## config.mk

```make
export PLATFORM = sky130hd
export DESIGN_NAME = tilemap_scroll_edge_streamer_unit
export DESIGN_NICKNAME = d
export VERILOG_FILES = /design/src/hdl/tses_pkg.sv /design/src/hdl/tses_alu.sv /design/src/hdl/tses_pos_store.sv /design/src/hdl/tilemap_scroll_edge_streamer_unit.sv
export VERILOG_INCLUDE_DIRS = /design/src /design/src/hdl
export SDC_FILE = /design/constraint.sdc
export NUM_CORES = 1
export LEC_CHECK = 0
export ABC_AREA = 1
export BUFFER_PORTS_ARGS = -buffer_cell sky130_fd_sc_hd__buf_2
export CORE_MARGIN = 5
export CORE_UTILIZATION = 60
export DETAILED_ROUTE_END_ITERATION = 16
export PLACE_DENSITY = 0.8
export SLEW_MARGIN = 10
export SYNTH_ARGS = -nofsm -noshare
export SYNTH_HDL_FRONTEND = slang
export SYNTH_SLANG_ARGS = --single-unit
```

## constraint.sdc

```tcl
create_clock -name i_clk -period 14.9 [get_ports i_clk]
set_input_delay 2.98 -clock i_clk [delete_from_list [all_inputs] [get_ports i_clk]]
set_output_delay 2.98 -clock i_clk [all_outputs]
set_load 0.02 [all_outputs]
```

## src/hdl/tilemap_scroll_edge_streamer_unit_defines.svh

```systemverilog
// assertion macros for the tilemap scroll edge streamer
// no dependencies; included by files that carry assertions
`ifndef TILEMAP_SCROLL_EDGE_STREAMER_UNIT_DEFINES_SVH
`define TILEMAP_SCROLL_EDGE_STREAMER_UNIT_DEFINES_SVH

`ifndef SYNTHESIS
`define TSES_ASSERT_IMP(lbl, clk, rst_n, ante, cons) \
    lbl: assert property (@(posedge clk) disable iff (!rst_n) (ante) |-> (cons)) \
        else $error("tses assertion failed");
`define TSES_ASSERT_NXT(lbl, clk, rst_n, ante, cons) \
    lbl: assert property (@(posedge clk) disable iff (!rst_n) (ante) |=> (cons)) \
        else $error("tses assertion failed");
`else
`define TSES_ASSERT_IMP(lbl, clk, rst_n, ante, cons)
`define TSES_ASSERT_NXT(lbl, clk, rst_n, ante, cons)
`endif

`endif

```

## src/hdl/tses_pkg.sv

```systemverilog
// shared types and constants for the tilemap scroll edge streamer
// no dependencies
package tses_pkg;

    typedef logic signed [14:0] t_line;
    typedef logic [5:0]         t_cnt;

    typedef struct packed {
        t_line a;
        t_line b;
        logic  sub;
    } t_alu_req;

    typedef struct packed {
        logic we_x;
        logic we_y;
    } t_pos_wr;

    localparam int EDGE_LO   = 3;
    localparam int EDGE_HI_X = 32;
    localparam int EDGE_HI_Y = 22;
    localparam int MAX_COLS  = 36;
    localparam int MAX_ROWS  = 26;

    localparam logic KIND_COL = 1'b0;
    localparam logic KIND_ROW = 1'b1;

endpackage

```

## src/hdl/tses_alu.sv

```systemverilog
// shared add/subtract unit for tile edges, differences, magnitudes and line stepping
// depends on tses_pkg
module tses_alu import tses_pkg::*; (
    input  t_alu_req i_req,
    output t_line    o_res
);

    assign o_res = i_req.sub ? t_line'(i_req.a - i_req.b) : t_line'(i_req.a + i_req.b);

endmodule

```

## src/hdl/tses_pos_store.sv

```systemverilog
// per-layer store of the last redrawn scroll positions, reset to zero
// depends on tses_pkg
module tses_pos_store import tses_pkg::*; #(
    parameter int NUM_LAYERS = 2,
    parameter int LAYER_W    = 1
) (
    input  logic               i_clk,
    input  logic               i_rst_n,
    input  logic [LAYER_W-1:0] i_idx,
    input  t_pos_wr            i_wr,
    input  logic [15:0]        i_x,
    input  logic [15:0]        i_y,
    output logic [15:0]        o_x,
    output logic [15:0]        o_y
);

    logic [15:0] r_x [NUM_LAYERS];
    logic [15:0] r_y [NUM_LAYERS];

    always_ff @(posedge i_clk) begin
        if (!i_rst_n) begin
            for (int i = 0; i < NUM_LAYERS; i++) begin
                r_x[i] <= '0;
                r_y[i] <= '0;
            end
        end else begin
            if (i_wr.we_x) begin
                r_x[i_idx] <= i_x;
            end
            if (i_wr.we_y) begin
                r_y[i_idx] <= i_y;
            end
        end
    end

    assign o_x = r_x[i_idx];
    assign o_y = r_y[i_idx];

endmodule

```

## src/hdl/tilemap_scroll_edge_streamer_unit.sv

```systemverilog
// top level of the tilemap scroll edge streamer: sequencer, output register
// depends on tses_pkg, tses_alu, tses_pos_store and the defines header
`include "tilemap_scroll_edge_streamer_unit_defines.svh"

// Takes one scroll update (layer, x, y in pixels) per request and streams the
// tile column and row redraw commands it causes, columns first, tlast on the
// final one; an update that changes no tile coordinate yields no command.
// One shared adder computes the window edges, the tile differences and their
// magnitudes in states S_X0 to S_AY after the request is taken, then steps the
// line number once per emitted command. The input is not ready until the last
// command of an update is loaded into the output register.
module tilemap_scroll_edge_streamer_unit import tses_pkg::*; #(
    parameter int NUM_LAYERS = 2
) (
    input  logic        i_clk,
    input  logic        i_rst_n,
    input  logic        i_s_axis_tvalid,
    output logic        o_s_axis_tready,
    input  logic [31:0] i_s_axis_tdata,  // scroll_x, scroll_y
    input  logic [0:0]  i_s_axis_tuser,  // layer
    output logic        o_m_axis_tvalid,
    input  logic        i_m_axis_tready,
    output logic [47:0] o_m_axis_tdata,  // line_index, span_first, span_end
    output logic [1:0]  o_m_axis_tuser,  // out_layer, kind
    output logic        o_m_axis_tlast   // last
);

    localparam int LAYER_W = (NUM_LAYERS > 1) ? $clog2(NUM_LAYERS) : 1;

    localparam logic [3:0] S_IDLE = 4'd0;
    localparam logic [3:0] S_X0   = 4'd1;
    localparam logic [3:0] S_X1   = 4'd2;
    localparam logic [3:0] S_Y0   = 4'd3;
    localparam logic [3:0] S_Y1   = 4'd4;
    localparam logic [3:0] S_DX   = 4'd5;
    localparam logic [3:0] S_AX   = 4'd6;
    localparam logic [3:0] S_DY   = 4'd7;
    localparam logic [3:0] S_AY   = 4'd8;
    localparam logic [3:0] S_EX   = 4'd9;
    localparam logic [3:0] S_EY   = 4'd10;

    logic [3:0]  r_state;
    logic [3:0]  n_state;
    logic        r_layer;
    logic [15:0] r_sx;
    logic [15:0] r_sy;
    t_line       r_x0;
    t_line       r_x1;
    t_line       r_y0;
    t_line       r_y1;
    t_line       r_d;
    t_line       r_line;
    t_cnt        r_cnt_x;
    t_cnt        r_cnt_y;
    logic        r_neg_x;
    logic        r_neg_y;
    logic        r_ovalid;
    logic [47:0] r_odata;
    logic [1:0]  r_ouser;
    logic        r_olast;

    t_alu_req    w_req;
    t_line       w_res;
    t_pos_wr     w_wr;
    logic [15:0] w_dx;
    logic [15:0] w_dy;
    t_line       w_tx;
    t_line       w_ty;
    t_line       w_lim;
    t_cnt        w_cnt;
    logic        w_in_acc;
    logic        w_lay_ok;
    logic        w_slot;
    logic        w_load;

    assign w_in_acc = i_s_axis_tvalid && o_s_axis_tready;
    assign w_lay_ok = 32'(i_s_axis_tuser) < 32'(NUM_LAYERS);
    assign w_slot   = !r_ovalid || i_m_axis_tready;
    assign w_load   = w_slot && (r_state == S_EX || r_state == S_EY);
    assign w_tx     = t_line'({2'b00, r_sx[15:3]});
    assign w_ty     = t_line'({2'b00, r_sy[15:3]});

    tses_alu u_alu (
        .i_req (w_req),
        .o_res (w_res)
    );

    tses_pos_store #(
        .NUM_LAYERS (NUM_LAYERS),
        .LAYER_W    (LAYER_W)
    ) u_store (
        .i_clk   (i_clk),
        .i_rst_n (i_rst_n),
        .i_idx   (LAYER_W'(r_layer)),
        .i_wr    (w_wr),
        .i_x     (r_sx),
        .i_y     (r_sy),
        .o_x     (w_dx),
        .o_y     (w_dy)
    );

    // shared adder operand select
    always_comb begin
        w_req.a   = '0;
        w_req.b   = '0;
        w_req.sub = 1'b0;
        case (r_state)
            S_X0: begin
                w_req.a   = w_tx;
                w_req.b   = t_line'(EDGE_LO);
                w_req.sub = 1'b1;
            end
            S_X1: begin
                w_req.a = w_tx;
                w_req.b = t_line'(EDGE_HI_X);
            end
            S_Y0: begin
                w_req.a   = w_ty;
                w_req.b   = t_line'(EDGE_LO);
                w_req.sub = 1'b1;
            end
            S_Y1: begin
                w_req.a = w_ty;
                w_req.b = t_line'(EDGE_HI_Y);
            end
            S_DX: begin
                w_req.a   = w_tx;
                w_req.b   = t_line'({2'b00, w_dx[15:3]});
                w_req.sub = 1'b1;
            end
            S_DY: begin
                w_req.a   = w_ty;
                w_req.b   = t_line'({2'b00, w_dy[15:3]});
                w_req.sub = 1'b1;
            end
            S_AX, S_AY: begin
                w_req.a   = r_d[14] ? t_line'(0) : r_d;
                w_req.b   = r_d[14] ? r_d : t_line'(0);
                w_req.sub = r_d[14];
            end
            S_EX: begin
                w_req.a   = r_line;
                w_req.b   = t_line'(1);
                w_req.sub = !r_neg_x;
            end
            S_EY: begin
                w_req.a   = r_line;
                w_req.b   = t_line'(1);
                w_req.sub = !r_neg_y;
            end
            default: begin
                w_req.sub = 1'b0;
            end
        endcase
    end

    // saturate the magnitude to the window size
    assign w_lim = (r_state == S_AY) ? t_line'(MAX_ROWS) : t_line'(MAX_COLS);
    assign w_cnt = (w_res > w_lim) ? t_cnt'(w_lim) : w_res[5:0];

    assign w_wr.we_x = (r_state == S_AY) && (r_cnt_x != '0);
    assign w_wr.we_y = (r_state == S_AY) && (w_cnt != '0);

    always_comb begin
        n_state = r_state;
        case (r_state)
            S_IDLE: begin
                if (w_in_acc && w_lay_ok) begin
                    n_state = S_X0;
                end
            end
            S_X0: n_state = S_X1;
            S_X1: n_state = S_Y0;
            S_Y0: n_state = S_Y1;
            S_Y1: n_state = S_DX;
            S_DX: n_state = S_AX;
            S_AX: n_state = S_DY;
            S_DY: n_state = S_AY;
            S_AY: begin
                if (r_cnt_x != '0) begin
                    n_state = S_EX;
                end else if (w_cnt != '0) begin
                    n_state = S_EY;
                end else begin
                    n_state = S_IDLE;
                end
            end
            S_EX: begin
                if (w_slot && r_cnt_x == t_cnt'(1)) begin
                    n_state = (r_cnt_y != '0) ? S_EY : S_IDLE;
                end
            end
            S_EY: begin
                if (w_slot && r_cnt_y == t_cnt'(1)) begin
                    n_state = S_IDLE;
                end
            end
            default: n_state = S_IDLE;
        endcase
    end

    always_ff @(posedge i_clk) begin
        if (!i_rst_n) begin
            r_state  <= S_IDLE;
            r_ovalid <= 1'b0;
            r_cnt_x  <= '0;
            r_cnt_y  <= '0;
        end else begin
            r_state  <= n_state;
            r_ovalid <= w_load || (r_ovalid && !i_m_axis_tready);
            case (r_state)
                S_AX: r_cnt_x <= w_cnt;
                S_AY: r_cnt_y <= w_cnt;
                S_EX: begin
                    if (w_slot) begin
                        r_cnt_x <= r_cnt_x - t_cnt'(1);
                    end
                end
                S_EY: begin
                    if (w_slot) begin
                        r_cnt_y <= r_cnt_y - t_cnt'(1);
                    end
                end
                default: r_cnt_x <= r_cnt_x;
            endcase
        end
    end

    always_ff @(posedge i_clk) begin
        case (r_state)
            S_IDLE: begin
                if (w_in_acc) begin
                    r_layer <= i_s_axis_tuser[0];
                    r_sx    <= i_s_axis_tdata[15:0];
                    r_sy    <= i_s_axis_tdata[31:16];
                end
            end
            S_X0: r_x0 <= w_res;
            S_X1: r_x1 <= w_res;
            S_Y0: r_y0 <= w_res;
            S_Y1: r_y1 <= w_res;
            S_DX: r_d  <= w_res;
            S_DY: r_d  <= w_res;
            S_AX: r_neg_x <= r_d[14];
            S_AY: begin
                r_neg_y <= r_d[14];
                if (r_cnt_x != '0) begin
                    r_line <= r_neg_x ? r_x0 : r_x1;
                end else begin
                    r_line <= r_d[14] ? r_y0 : r_y1;
                end
            end
            S_EX: begin
                if (w_slot) begin
                    r_line <= (r_cnt_x == t_cnt'(1)) ? (r_neg_y ? r_y0 : r_y1) : w_res;
                end
            end
            S_EY: begin
                if (w_slot) begin
                    r_line <= w_res;
                end
            end
            default: r_line <= r_line;
        endcase
        if (w_load) begin
            if (r_state == S_EX) begin
                r_odata <= {3'b000, r_y1, r_y0, r_line};
                r_ouser <= {KIND_COL, r_layer};
                r_olast <= (r_cnt_x == t_cnt'(1)) && (r_cnt_y == '0);
            end else begin
                r_odata <= {3'b000, r_x1, r_x0, r_line};
                r_ouser <= {KIND_ROW, r_layer};
                r_olast <= (r_cnt_y == t_cnt'(1));
            end
        end
    end

    assign o_s_axis_tready = (r_state == S_IDLE);
    assign o_m_axis_tvalid = r_ovalid;
    assign o_m_axis_tdata  = r_odata;
    assign o_m_axis_tuser  = r_ouser;
    assign o_m_axis_tlast  = r_olast;

    `TSES_ASSERT_IMP(a_cnt_x_sat, i_clk, i_rst_n, 1'b1, r_cnt_x <= t_cnt'(MAX_COLS))
    `TSES_ASSERT_IMP(a_cnt_y_sat, i_clk, i_rst_n, 1'b1, r_cnt_y <= t_cnt'(MAX_ROWS))
    `TSES_ASSERT_IMP(a_col_busy, i_clk, i_rst_n, r_state == S_EX, r_cnt_x != '0)
    `TSES_ASSERT_IMP(a_row_after_col, i_clk, i_rst_n, r_state == S_EY, r_cnt_x == '0)
    `TSES_ASSERT_IMP(a_row_busy, i_clk, i_rst_n, r_state == S_EY, r_cnt_y != '0)
    `TSES_ASSERT_NXT(a_start, i_clk, i_rst_n, w_in_acc, r_state == S_X0 || r_state == S_IDLE)

endmodule

```

After elaboration in Yosys (flattened, before gate mapping)
Memories as Yosys holds them, arrays and structs flattened. A register that Yosys moved wholly into a read port is not among the register bits.
Index checks and enable logic that the tools add are counted.
- add/subtract/negate cells: 4
- $lt $le $gt $ge: 1
- eq/ne operators: 17
- multiplexer cells: 44
- reductions and logical operators: 34
- operators with widths (operator ; count):
    $pmux 30 s8 ; 1
    $mux 15 ; 9
    $mux 45 ; 1
    $pmux 15 s3 ; 1
    $pmux 4 s11 ; 1
    $mux 16 ; 2
    $reduce_or 16->1 ; 2
    $mux 4 ; 6
    $mux 6 ; 4
    $pmux 6 s2 ; 2
    $reduce_bool 6->1 ; 3
    $eq 4x3->1 const B ; 4
    $add 15x15->15 ; 1
    $gt 15x7->1 ; 1
    $sub 15x15->15 ; 1
    $mux 1 ; 14
    $mux 14 ; 1
    $eq 4x4->1 const B ; 3
    $eq 6x1->1 const B ; 2
    $sub 6x1->6 const B ; 2
    $eq 4x2->1 const B ; 2
    $logic_and 1x1->1 ; 8
    $logic_not 6->1 ; 1
    $ne 2x1->1 const B ; 3
    other kinds (13) ; 25
- flip-flop bits (word level): 193
- RAM bits: 64
- bits of input ports: 37
- output and inout bits: 53
- memories kept: 2
- memories (memory ; depth ; bits a word ; read ports ; clocked after Yosys merged registers in ; wr ports ; RTL line ; source):
    u_store.r_x ; 2 ; 16 ; 1 ; 1 ; 2 ; tses_pos_store.sv:17 ; logic [15:0] r_x [NUM_LAYERS];
    u_store.r_y ; 2 ; 16 ; 1 ; 1 ; 2 ; tses_pos_store.sv:18 ; logic [15:0] r_y [NUM_LAYERS];

Logic depth before layout (Yosys ltp)
- depth in word-level cells: 14
- gate-level depth with buffers: 39
- depth with buffers taken out: 37

Modules after synthesis
Synthesis repeated with hierarchy kept, for this count alone.
- cells, all modules: 1350
- area, all modules: 12862.3 um^2
- by module, submodules not included (module ; times used ; cells each ; area an instance (um^2) ; sequential area each (um^2)):
    tilemap_scroll_edge_streamer_unit ; 1 ; 828 ; 8709.6 ; 5535.3
    tses_pos_store ; 1 ; 277 ; 2875.3 ; 1921.8
    tses_alu ; 1 ; 245 ; 1277.5 ; 0.0

Worst setup path before layout
OpenSTA, ideal clock, no wires.
- path kind: input -> register
- start point: in i_s_axis_tvalid
- end point: reg r_layer (enable)
- library setup time: 0.449 ns
- arrival: 5.005 ns
- required time: 14.451 ns
- path slack: 9.446 ns
- stages on the path: 2
- path buffers: 0
- path through: inv_1 -> nor3_1
- cells in the longest elaborated chain, start to end: 2
- RTL lines (item ; RTL line ; source):
    start: declaration ; tilemap_scroll_edge_streamer_unit.sv:17 ; input logic i_s_axis_tvalid,
    $logic_and 1x1->1 ; tilemap_scroll_edge_streamer_unit.sv:76 ; assign w_in_acc = i_s_axis_tvalid && o_s_axis_tready;
    $reduce_and 2->1 (no source line) ; -- ;
    end signal: assignment ; tilemap_scroll_edge_streamer_unit.sv:233 ; r_layer <= i_s_axis_tuser[0];
    end: declaration ; tilemap_scroll_edge_streamer_unit.sv:44 ; logic r_layer;
No other way between the ends.
A chain may end at the register's enable or synchronous reset.

==> run metrics <==
number of enable flip-flop cells after synthesis=219; Total Routing Usage GR=0.264; first-pass GRT wire length=46200 um; number of nets in the layout=1352; total grt overflow=0; placed insts=1521; status=completed; CTS sink cnt=237; clock root buffer=clkbuf_16; Final Non-Filler Cells=1564; Post-CTS Resized=0; area post-placement=12200 sq um; CTS Hold Buffers Added=0; share of the yosys chip area belonging to registers=0.597; Tcrit/Tclk final=0.478; Port Buffer Count=80; FFs w/ async S/R, synth=0; CP Launch Type=flop; PnR worst setup slack=7.77 ns; Cell Area, Synth=11600 sq um; dominant synthesized flop cell=edfxtp_1; Worst Path Arrival=7.28 ns; TritonCTS clock tree=built; Setup-failing EPs final=0; io pins=90; Max Freq=0.140 GHz; worst vdd ir=0.0000822 V; Clock Skew=0.0117 ns; Crit Path Max Fanout=17; initial antenna violation count=0; Pleak=5.46 nW; RSZ-0062 raised after global routing=false; hpwl dp=20200 um; Via density=5.82; vias in the first global route=8741; first drt pass iteration count=6; CP endpoint kind=flop; post-synthesis cell type count=48; Die Ht=149 um; Slew HR=0.209; Min Clock Period, post-route=7.13 ns; Crit-path slowest cell=a21oi_1; worst slew pin tran=1.18 ns; most frequent cells in the layout=323 x nand2_1, 219 x edfxtp_1, 124 x inv_1; Initial DRC Count=1225; commonest non-fill, non-tap cell in the layout=nand2_1; Crit Path Category=reg -> reg; max-cap violations=0; Die Wd=149 um; largest net degree at the start of global routing=76; postcts setup bufs=0; number of synthesized register bits=237; worst min path class=reg -> reg; post-DR wirelength/cell=18.5 um; RD Place Congestion=0.925; Worst-Skew Late Latency=0.52 ns; drt total wl=29000 um; hold slack=0.455 ns; # fillers=1457; drt drc=0; Final Max Tran Viols=0; Layout area overhead=12.1%; Cell Rows=50; Clock Path Buffers=3; final instance area=13000 sq um; Clock Pin Slew Worst Setup and Hold Paths=0.06 ns; cell count after synthesis=1216; Final Util=0.689; full die area=22200 sq um; Ys Warns=0; Avg Inst Size Synth=9.55 sq um; Worst path max stage delay=0.69 ns; Starting Density=0.615; CTS Buf Count=25; Pwr Total=1.80 mW; endpoints failing hold=0; Post-DRT Antenna Nets=0; core region area=18900 sq um; pre-CTS setup slack=7.93 ns; WP data required=15.05 ns; ratio of cells with drive above 1 in the final layout=0.117; Cell Pwr Density=138 nW/um^2; setup_tns=0 ns; Vias=9110; Antenna diodes=0; # H-tree levels=1
[layout make-up]
class | count | area (sq um) | area share
sequential | 237 | 6940 | 0.533
multi-input combinational | 802 | 4000 | 0.307
clock buffer | 26 | 629 | 0.0483
inverter | 133 | 502 | 0.0385
timing repair buffer | 89 | 468 | 0.0359
tap | 260 | 325 | 0.0250
clock inverter | 17 | 160 | 0.0123
[cells in the mapped netlist, drive strengths merged, types with 2 or more instances]
master | count | area, sq um
xnor2 | 4 | 35.0
nand4 | 8 | 50.1
buf | 10 | 72.6
o2111ai | 11 | 96.3
o21ai | 97 | 485
nand3 | 46 | 248
o31ai | 2 | 15.0
inv | 130 | 490
o21bai | 5 | 37.5
nor3 | 6 | 41.3
xor2 | 5 | 43.8
a2111oi | 5 | 43.8
ha | 26 | 325
clkbuf | 36 | 135
a21boi | 2 | 15.0
a31oi | 14 | 87.6
o22ai | 2 | 12.5
dfxtp | 18 | 360
clkinv | 3 | 11.3
and2 | 2 | 12.5
nor2 | 128 | 507
a22o | 2 | 17.5
a21oi | 63 | 315
a221oi | 5 | 43.8
edfxtp | 219 | 6580
a211oi | 2 | 15.0
o211ai | 24 | 180
or2 | 2 | 12.5
nand2 | 334 | 1280
[metal layers]
metal,share of wire,vias to the layer above,GRT usage
met3,0.082,91,0.0377
met1,0.40,4243,0.354
met2,0.48,473,0.438
met4,0.043,0,0.106
met5,0,-,0
li1,-,4303,-
[power by group]
group	internal, mW	switching (mW)
sequential	0.807	0.0177
clock	0.356	0.244
combinational	0.100	0.270
total	1.26	0.532
[logic make-up (layout without fill, tap and decap cells)]
family	count (synthesis)	in the layout	synth area share
simple gates	527	527	0.186
buf+inv	179	265	0.0611
compound gates	236	236	0.119
xor+xnor	9	9	0.00678
fa+ha+maj	27	27	0.0297
flops	237	237	0.597
other cells	1	3	0.000323
[critical path: cells and delay by family, from the launching register on]
kind | cells | cell delay, ns
AOI/OAI and AO/OA | 4 | 1.28
xor gates and xnor gates | 1 | 0.61
adders and majority gates | 3 | 1.03
buffers and inverters | 3 | 1.01
DFF | 1 | 0.41
and+or+nand+nor | 17 | 2.38
[path summary, 6_finish.rpt]
kind | slack [ns] | endpoint | start | cells past startpoint
worst max register to register | 7.77 | u_store.r_y[0][15] | r_state[0] | 28
worst min-delay path | 0.45 | o_m_axis_tdata[10] | r_line[10] | 0
worst min register to register | 0.45 | o_m_axis_tdata[10] | r_line[10] | 0
worst max-delay path | 7.77 | u_store.r_y[0][15] | r_state[0] | 28
[sequential cells by signal, indices dropped and copies added, names as in the netlist, 4 cells and up, named ones only]
register	count
o_m_axis_tdata	45
r_cnt_x	6
r_cnt_y	6
r_d	15
r_line	15
r_state	4
r_sx	13
r_sy	13
r_x0	15
r_x1	15
r_y0	15
r_y1	15
u_store.r_x	26
u_store.r_y	26
No activity file was read; power rests on OpenSTA's default activity.
